### src/sv/fpa_pkg.sv
// Shared types and constants for the Q24.8 fixed-point arithmetic unit.
`timescale 1ns / 1ps

package fpa_pkg;

  localparam int DATA_W = 32;

  localparam logic [2:0] OP_ADD = 3'd0;
  localparam logic [2:0] OP_SUB = 3'd1;
  localparam logic [2:0] OP_MUL = 3'd2;
  localparam logic [2:0] OP_DIV = 3'd3;
  localparam logic [2:0] OP_MIN = 3'd4;
  localparam logic [2:0] OP_MAX = 3'd5;

  // CLS_NONE covers the unused opcodes, which give a zero result.
  typedef enum logic [2:0] {
    CLS_NONE,
    CLS_ADD,
    CLS_SUB,
    CLS_MUL,
    CLS_DIV,
    CLS_MIN,
    CLS_MAX
  } cls_t;

  typedef struct packed {
    cls_t                     cls;
    logic signed [DATA_W-1:0] a;
    logic signed [DATA_W-1:0] b;
    logic                     lt;
    logic                     eq;
    logic                     gt;
    logic                     dz;
  } entry_t;

  localparam int QUEUE_DEPTH = 4;
  localparam int QPTR_W      = $clog2(QUEUE_DEPTH);
  localparam int QCNT_W      = $clog2(QUEUE_DEPTH + 1);

endpackage

### src/sv/fpa_ifs.sv
// Request and response channel interfaces of the fixed-point unit.
`timescale 1ns / 1ps

interface fpa_req_if;
  import fpa_pkg::*;

  logic                     valid;
  logic                     ready;
  logic [2:0]               operation;
  logic signed [DATA_W-1:0] operand_a;
  logic signed [DATA_W-1:0] operand_b;

  modport source (output valid, output operation, output operand_a, output operand_b,
                  input ready);
  modport sink   (input valid, input operation, input operand_a, input operand_b,
                  output ready);
endinterface

interface fpa_rsp_if;
  import fpa_pkg::*;

  logic                     valid;
  logic                     ready;
  logic signed [DATA_W-1:0] result_value;
  logic                     a_less;
  logic                     a_equal;
  logic                     a_greater;
  logic                     divide_by_zero;

  modport source (output valid, output result_value, output a_less, output a_equal,
                  output a_greater, output divide_by_zero, input ready);
  modport sink   (input valid, input result_value, input a_less, input a_equal,
                  input a_greater, input divide_by_zero, output ready);
endinterface

### src/sv/fpa_front.sv
// Front end: accepts requests, decodes the opcode and computes compare and divide-by-zero flags.
`timescale 1ns / 1ps

module fpa_front (
  fpa_req_if.sink          req,
  input  logic             full,
  output logic             push,
  output fpa_pkg::entry_t  push_data
);
  import fpa_pkg::*;

  cls_t cls;

  always_comb begin
    case (req.operation)
      OP_ADD:  cls = CLS_ADD;
      OP_SUB:  cls = CLS_SUB;
      OP_MUL:  cls = CLS_MUL;
      OP_DIV:  cls = CLS_DIV;
      OP_MIN:  cls = CLS_MIN;
      OP_MAX:  cls = CLS_MAX;
      default: cls = CLS_NONE;
    endcase
  end

  assign req.ready = !full;
  assign push      = req.valid && !full;

  always_comb begin
    push_data.cls = cls;
    push_data.a   = req.operand_a;
    push_data.b   = req.operand_b;
    push_data.lt  = req.operand_a < req.operand_b;
    push_data.eq  = req.operand_a == req.operand_b;
    push_data.gt  = req.operand_a > req.operand_b;
    push_data.dz  = (cls == CLS_DIV) && (req.operand_b == '0);
  end

endmodule

### src/sv/fpa_queue.sv
// Small FIFO between the front end and the execution back end.
`timescale 1ns / 1ps

module fpa_queue (
  input  logic             clk,
  input  logic             rst,
  input  logic             push,
  input  fpa_pkg::entry_t  push_data,
  output logic             full,
  input  logic             pop,
  output fpa_pkg::entry_t  pop_data,
  output logic             empty
);
  import fpa_pkg::*;

  entry_t            mem [QUEUE_DEPTH];
  logic [QPTR_W-1:0] wr_ptr;
  logic [QPTR_W-1:0] rd_ptr;
  logic [QCNT_W-1:0] count;
  logic              do_push;
  logic              do_pop;

  assign full     = count == QCNT_W'(QUEUE_DEPTH);
  assign empty    = count == '0;
  assign do_push  = push && !full;
  assign do_pop   = pop && !empty;
  assign pop_data = mem[rd_ptr];

  always_ff @(posedge clk) begin
    if (do_push) begin
      mem[wr_ptr] <= push_data;
    end
  end

  always_ff @(posedge clk) begin
    if (rst) begin
      wr_ptr <= '0;
      rd_ptr <= '0;
      count  <= '0;
    end else begin
      if (do_push) begin
        wr_ptr <= wr_ptr + 1'b1;
      end
      if (do_pop) begin
        rd_ptr <= rd_ptr + 1'b1;
      end
      if (do_push && !do_pop) begin
        count <= count + 1'b1;
      end else if (do_pop && !do_push) begin
        count <= count - 1'b1;
      end
    end
  end

endmodule

### src/sv/fpa_div.sv
// Iterative restoring divider, one quotient bit per cycle, signed fixed-point.
`timescale 1ns / 1ps

module fpa_div #(
  parameter int FRAC_BITS = 8
) (
  input  logic                             clk,
  input  logic                             rst,
  input  logic                             start,
  input  logic signed [fpa_pkg::DATA_W-1:0] a,
  input  logic signed [fpa_pkg::DATA_W-1:0] b,
  input  logic                             ack,
  output logic                             done,
  output logic [fpa_pkg::DATA_W-1:0]        quot
);
  import fpa_pkg::*;

  localparam int NUM_W = DATA_W + FRAC_BITS;
  localparam int CNT_W = $clog2(NUM_W);

  typedef enum logic [1:0] {ST_IDLE, ST_RUN, ST_DONE} state_t;

  state_t            state;
  logic [CNT_W-1:0]  cnt;
  logic [DATA_W-1:0] rem;
  logic [NUM_W-1:0]  num;
  logic [DATA_W-1:0] den;
  logic              neg;

  logic [DATA_W-1:0] mag_a;
  logic [DATA_W-1:0] mag_b;
  logic [DATA_W:0]   shifted;
  logic [DATA_W:0]   diff;
  logic              q_bit;

  assign mag_a   = a[DATA_W-1] ? (~a + 1'b1) : a;
  assign mag_b   = b[DATA_W-1] ? (~b + 1'b1) : b;
  assign shifted = {rem, num[NUM_W-1]};
  assign diff    = shifted - {1'b0, den};
  assign q_bit   = !diff[DATA_W];

  assign done = state == ST_DONE;
  assign quot = neg ? (~num[DATA_W-1:0] + 1'b1) : num[DATA_W-1:0];

  always_ff @(posedge clk) begin
    if (rst) begin
      state <= ST_IDLE;
    end else if (start) begin
      state <= ST_RUN;
      cnt   <= CNT_W'(NUM_W - 1);
      rem   <= '0;
      num   <= {mag_a, {FRAC_BITS{1'b0}}};
      den   <= mag_b;
      neg   <= a[DATA_W-1] != b[DATA_W-1];
    end else begin
      case (state)
        ST_RUN: begin
          rem <= q_bit ? diff[DATA_W-1:0] : shifted[DATA_W-1:0];
          num <= {num[NUM_W-2:0], q_bit};
          cnt <= cnt - 1'b1;
          if (cnt == '0) begin
            state <= ST_DONE;
          end
        end
        ST_DONE: begin
          if (ack) begin
            state <= ST_IDLE;
          end
        end
        default: state <= ST_IDLE;
      endcase
    end
  end

endmodule

### src/sv/fpa_back.sv
// Back end: executes queued operations in order and holds the response register.
`timescale 1ns / 1ps

module fpa_back #(
  parameter int FRAC_BITS = 8
) (
  input  logic             clk,
  input  logic             rst,
  input  fpa_pkg::entry_t  head,
  input  logic             empty,
  output logic             pop,
  fpa_rsp_if.source        rsp
);
  import fpa_pkg::*;

  logic                       s1_valid;
  entry_t                     s1;
  logic signed [2*DATA_W-1:0] s1_prod;
  logic [DATA_W-1:0]          s1_res;

  logic                       rsp_valid;
  logic [DATA_W-1:0]          rsp_result;
  logic                       rsp_lt;
  logic                       rsp_eq;
  logic                       rsp_gt;
  logic                       rsp_dz;

  logic                       wait_div;
  logic                       advance;
  logic                       div_start;
  logic                       div_done;
  logic [DATA_W-1:0]          div_quot;
  logic [DATA_W-1:0]          simple_res;
  logic signed [2*DATA_W-1:0] prod_next;
  logic signed [2*DATA_W-1:0] prod_shift;
  logic [DATA_W-1:0]          result_next;

  assign wait_div  = (s1.cls == CLS_DIV) && !s1.dz;
  assign advance   = s1_valid && (!wait_div || div_done) && (!rsp_valid || rsp.ready);
  assign pop       = !empty && (!s1_valid || advance);
  assign div_start = pop && (head.cls == CLS_DIV) && !head.dz;
  assign prod_next = head.a * head.b;

  always_comb begin
    case (head.cls)
      CLS_ADD: simple_res = head.a + head.b;
      CLS_SUB: simple_res = head.a - head.b;
      CLS_MIN: simple_res = (head.lt || head.eq) ? head.a : head.b;
      CLS_MAX: simple_res = (head.gt || head.eq) ? head.a : head.b;
      default: simple_res = '0;
    endcase
  end

  assign prod_shift = s1_prod >>> FRAC_BITS;

  always_comb begin
    case (s1.cls)
      CLS_MUL: result_next = prod_shift[DATA_W-1:0];
      CLS_DIV: result_next = s1.dz ? '0 : div_quot;
      default: result_next = s1_res;
    endcase
  end

  fpa_div #(
    .FRAC_BITS (FRAC_BITS)
  ) u_div (
    .clk   (clk),
    .rst   (rst),
    .start (div_start),
    .a     (head.a),
    .b     (head.b),
    .ack   (advance),
    .done  (div_done),
    .quot  (div_quot)
  );

  always_ff @(posedge clk) begin
    if (pop) begin
      s1      <= head;
      s1_prod <= prod_next;
      s1_res  <= simple_res;
    end
    if (advance) begin
      rsp_result <= result_next;
      rsp_lt     <= s1.lt;
      rsp_eq     <= s1.eq;
      rsp_gt     <= s1.gt;
      rsp_dz     <= s1.dz;
    end
  end

  always_ff @(posedge clk) begin
    if (rst) begin
      s1_valid  <= 1'b0;
      rsp_valid <= 1'b0;
    end else begin
      if (pop) begin
        s1_valid <= 1'b1;
      end else if (advance) begin
        s1_valid <= 1'b0;
      end
      if (advance) begin
        rsp_valid <= 1'b1;
      end else if (rsp.ready) begin
        rsp_valid <= 1'b0;
      end
    end
  end

  assign rsp.valid          = rsp_valid;
  assign rsp.result_value   = rsp_result;
  assign rsp.a_less         = rsp_lt;
  assign rsp.a_equal        = rsp_eq;
  assign rsp.a_greater      = rsp_gt;
  assign rsp.divide_by_zero = rsp_dz;

endmodule

### src/sv/fixed_point_q24_8_alu.sv
// Top level of the Q24.8 fixed-point arithmetic unit.
// Path: a request is written into the queue, then moves through the execute stage
//   (s1) and into the response register; a divide waits in s1 for the divider.
// Throughput: one transfer per cycle for non-divide operations while rsp.ready is high;
//   a divide by nonzero holds s1 until the divider ends (one quotient bit per cycle).
// Reset: synchronous rst empties the queue, the execute stage and the response register.
`timescale 1ns / 1ps

module fixed_point_q24_8_alu #(
  parameter int FRAC_BITS = 8
) (
  input  logic       clk,
  input  logic       rst,
  fpa_req_if.sink    req,
  fpa_rsp_if.source  rsp
);
  import fpa_pkg::*;

  logic   push;
  logic   full;
  logic   pop;
  logic   empty;
  entry_t push_data;
  entry_t head;

  fpa_front u_front (
    .req       (req),
    .full      (full),
    .push      (push),
    .push_data (push_data)
  );

  fpa_queue u_queue (
    .clk       (clk),
    .rst       (rst),
    .push      (push),
    .push_data (push_data),
    .full      (full),
    .pop       (pop),
    .pop_data  (head),
    .empty     (empty)
  );

  fpa_back #(
    .FRAC_BITS (FRAC_BITS)
  ) u_back (
    .clk   (clk),
    .rst   (rst),
    .head  (head),
    .empty (empty),
    .pop   (pop),
    .rsp   (rsp)
  );

endmodule
### src/flat_wrapper.sv
// flat-port wrapper written by rule: the top's interface ports become plain ports
module fixed_point_q24_8_alu_flat import fpa_pkg::*;
#(
  parameter int FRAC_BITS = 8
)
  (clk, rst, req_valid, req_operation, req_operand_a, req_operand_b, req_ready, rsp_valid, rsp_result_value, rsp_a_less, rsp_a_equal, rsp_a_greater, rsp_divide_by_zero, rsp_ready);
  fpa_req_if req_i ();
  fpa_rsp_if rsp_i ();
  input  logic clk;
  input  logic rst;
  input wire logic [$bits(req_i.valid)-1:0] req_valid;
  input wire logic [$bits(req_i.operation)-1:0] req_operation;
  input wire logic [$bits(req_i.operand_a)-1:0] req_operand_a;
  input wire logic [$bits(req_i.operand_b)-1:0] req_operand_b;
  output wire logic [$bits(req_i.ready)-1:0] req_ready;
  output wire logic [$bits(rsp_i.valid)-1:0] rsp_valid;
  output wire logic [$bits(rsp_i.result_value)-1:0] rsp_result_value;
  output wire logic [$bits(rsp_i.a_less)-1:0] rsp_a_less;
  output wire logic [$bits(rsp_i.a_equal)-1:0] rsp_a_equal;
  output wire logic [$bits(rsp_i.a_greater)-1:0] rsp_a_greater;
  output wire logic [$bits(rsp_i.divide_by_zero)-1:0] rsp_divide_by_zero;
  input wire logic [$bits(rsp_i.ready)-1:0] rsp_ready;
  assign req_i.valid = req_valid;
  assign req_i.operation = req_operation;
  assign req_i.operand_a = req_operand_a;
  assign req_i.operand_b = req_operand_b;
  assign req_ready = req_i.ready;
  assign rsp_valid = rsp_i.valid;
  assign rsp_result_value = rsp_i.result_value;
  assign rsp_a_less = rsp_i.a_less;
  assign rsp_a_equal = rsp_i.a_equal;
  assign rsp_a_greater = rsp_i.a_greater;
  assign rsp_divide_by_zero = rsp_i.divide_by_zero;
  assign rsp_i.ready = rsp_ready;
  fixed_point_q24_8_alu #(.FRAC_BITS(FRAC_BITS)) u_core (.clk(clk), .rst(rst), .req(req_i), .rsp(rsp_i));
endmodule
### config.mk
export PLATFORM = sky130hd
export DESIGN_NAME = fixed_point_q24_8_alu_flat
export DESIGN_NICKNAME = d
export VERILOG_FILES = /design/src/sv/fpa_pkg.sv /design/src/sv/fpa_ifs.sv /design/src/sv/fpa_front.sv /design/src/sv/fpa_queue.sv /design/src/sv/fpa_div.sv /design/src/sv/fpa_back.sv /design/src/sv/fixed_point_q24_8_alu.sv /design/src/flat_wrapper.sv
export SDC_FILE = /design/constraint.sdc
export NUM_CORES = 2
export LEC_CHECK = 0
export BUFFER_PORTS_ARGS = -buffer_cell sky130_fd_sc_hd__buf_2
export CELL_PAD_IN_SITES_DETAIL_PLACEMENT = 0
export CELL_PAD_IN_SITES_GLOBAL_PLACEMENT = 2
export CORE_AREA = 3 3 408 410
export CTS_CLUSTER_SIZE = 24
export DETAILED_ROUTE_END_ITERATION = 10
export DIE_AREA = 0 0 411 413
export GPL_TIMING_DRIVEN = 1
export PLACE_DENSITY = 0.64
export REMOVE_ABC_BUFFERS = 1
export SETUP_SLACK_MARGIN = 0.4
export SLEW_MARGIN = 5
export SYNTH_ARGS = -nofsm -noshare
export SYNTH_HDL_FRONTEND = slang
export SYNTH_SLANG_ARGS = --single-unit
### constraint.sdc
create_clock -name clk -period 31.6 [get_ports clk]
set_input_delay 1.58 -clock clk [delete_from_list [all_inputs] [get_ports clk]]
set_output_delay 1.58 -clock clk [all_outputs]
set_load 0.005 [all_outputs]
==> results.yml <==
cts:
  htree_levels: 2
  numCtsBuffers: 59
  clk_pin_slew_worst_paths_ps: 60
  ctsResizeCount: 0
  ctsHoldBuffers: 0
  clk_latency_ps: 700
  cts_setup_buffers: 0
  cts.sinks: 515
  clockBufferDepth: 3
  clock_tree.root_cell: "clkbuf_16"
  tritoncts: "built"
final_layout:
  post-route-util: 0.332
  area_growth_pct: 10.4
  drive_gt1_frac: 0.0945
  finish.net_count: 5782
  multi_input_area_mm2: 0.0299
  seqCellArea_mm2: 0.0153
  fillers: 16700
routing:
  drt_iter0_drc: 2351
  drt_first_pass_iters: 5
  final_antenna_net_count: 0
  vias: 34200
  drc: 0
  routed_wl_um: 174000
  wl_per_cell_um: 24.8
  vias_per_cell: 4.87
die:
  fp.coreArea_mm2: 0.163
  dieArea_mm2: 0.170
  dieWidth_um: 411
  fp.dieH_um: 413
  initial_core_util: 0.301
  io_pins: 109
  num_rows: 148
placed_design:
  place_congestion: 0.896
  pre_cts_slack_ps: 20280
  dp_hpwl_um: 126000
  numPortBuffers: 108
synthesis:
  ys_seq_area_frac: 0.313
  avgSynthCellArea_um2: 10.3
  syn_inst: 4744
  synthMuxAreaShare: 0.0446
  synth-compound-area-share: 0.0720
  mappedNetlistArea_mm2: 0.0489
  synth_cell_types: 82
  ys_seq_elements: 515
  synth-edff-count: 502
  synth.top_cell.area_share: 0.308
  ys_top_cells_by_area: "edfxtp_1 (31%), fa_1 (26%), ha_1 (6.7%)"
  synth_top_family_by_area: "adder cells"
  synth_adder_area_share: 0.331
  ys.warnings.count: 0
  synth-simple-area-share: 0.116
  synth_ff_type: "edfxtp_1"
  synth_top_area_cell: "edfxtp_1"
  synth_xor_area_frac: 0.0440
  async_reset_ff_frac: 0
setup_path:
  critical_path_required_ps: 32020
  worstPathArrival_ps: 11580
  start_kind: "flop"
  critPathSlowestCell: "buf_4"
  worst-path-max-fanout: 58
  path_buf_inv: 5
  critical-path-max-stage-delay_ps: 870
  ff2ff_path_depth: 28
  end_kind: "flop"
  path_class: "reg -> reg"
  critical_path_depth: 28
  cp_common_cell: "fa_1"
  crit_family: "adder cells"
global_routing:
  grt_pass1_vias: 36400
  grt_pass1_wl_um: 257000
  grt_max_degree: 72
  antenna_found_initial: 6
  overflow: 0
  grt.total_usage: 0.207
sta:
  grt_setup_unrepaired: "false"
  maxSlewViolCount: 0
  setup-violations-final: 0
  worst_pin_slew_ps: 1260
  fin_ws_ps: 20440
  slew_headroom: 0.155
  fmax_ghz: 0.0896
  setup-tns-final_ps: 0
  final_hold_viol_count: 0
  holdWs_ps: 426
  min_period_ps: 11160
  period_share: 0.353
  finClkSkew_ps: 70.4
run_status:
  status: "complete, no violations"
job:
  max_cap_violations: 0
min_path:
  holdCritPathClass: "reg -> reg"
  holdPathStages: 0
## registers in the layout, indices dropped and copies added (netlist names), 2 cells and up, named ones only
| name | cells |
|---|---|
| u_core.u_queue.mem | 284 |
| u_core.u_back.u_div.num | 40 |
| u_core.u_back.rsp.result_value | 32 |
| u_core.u_back.s1_prod | 32 |
| u_core.u_back.s1_res | 32 |
| u_core.u_back.u_div.den | 32 |
| u_core.u_back.u_div.rem | 32 |
| u_core.u_back.s1 | 7 |
| u_core.u_back.u_div.cnt | 6 |
| u_core.u_queue.count | 3 |
| u_core.u_back.u_div.state | 2 |
| u_core.u_queue.rd_ptr | 2 |
| u_core.u_queue.wr_ptr | 2 |
## metal layers
layer	part of all wire	wire, um	track usage
met3	0.050	8690	0.0279
met4	0.028	4840	0.0520
met2	0.46	80000	0.337
met5	0	0	0
met1	0.46	80600	0.291
## cells in the final DEF (no fill, tap or decap), drive strengths merged, types with 69 or more instances in the layout
| cell type | instances |
|---|---|
| inv | 786 |
| nor2 | 703 |
| fa | 645 |
| edfxtp | 502 |
| nand2 | 419 |
| ha | 263 |
| buf | 209 |
| xnor2 | 176 |
| o21ai | 161 |
| mux2i | 119 |
| a21oi | 105 |
| xor2 | 69 |
## metrics by stage
step | instance area (um^2) | std cells
2_1_floorplan | 48000 | 4533
3_3_place_gp | 52300 | 6917
3_5_place_dp | 52300 | 6917
4_1_cts | 54000 | 7021
5_1_grt | 54000 | 7021
6_report | 54000 | 7022
## worst register-to-register path, delay by kind of cell, from the launching register on
kind / cells / cell delay [ps]
AOI/OAI and AO/OA: 6 / 2790
xor gates and xnor gates: 1 / 130
adders and majority gates: 9 / 3820
buffers and inverters: 5 / 2310
DFF: 1 / 710
muxes: 1 / 280
and+or+nand+nor: 6 / 880
## cells in the mapped netlist (all sizes together) (69+ instances only)
library cell	instances
inv	783
fa	645
xnor2	176
o21ai	161
nor2	703
a21oi	105
ha	263
mux2i	119
nand2	419
xor2	69
edfxtp	502
clkbuf	146
## path summary, 6_finish.rpt
check                                 from                                   to  slack (ps)
max                                   flop  u_core.u_back.s1_prod[39]$_DFFE_PP_       20440
min          u_core.u_back.s1[2]$_DFFE_PP_  u_core.u_back.rsp.a_equal$_DFFE_PP_         430
max reg2reg                           flop  u_core.u_back.s1_prod[39]$_DFFE_PP_       20440
min reg2reg  u_core.u_back.s1[2]$_DFFE_PP_  u_core.u_back.rsp.a_equal$_DFFE_PP_         430
## cell type report
class                   instances  area share
diodes                          1   0.0000463
clock buffers                  68      0.0279
clock inverters                36     0.00512
inverters                     785      0.0545
multi-input cells            3233       0.554
flip-flops and latches        515       0.284
well taps                    2175      0.0504
repair buffers                209      0.0240
## kinds of logic after synthesis
kind of cell,count (synthesis)
flip-flops,515
adder cells (fa/ha/maj),908
buffers and inverters,996
AND/OR/NAND/NOR,1350
multiplexers,189
XOR/XNOR,245
AO/OA/AOI/OAI,541
Power is not shown: default switching activity piles up to over one toggle a cycle in this logic, so the estimate is an artifact.
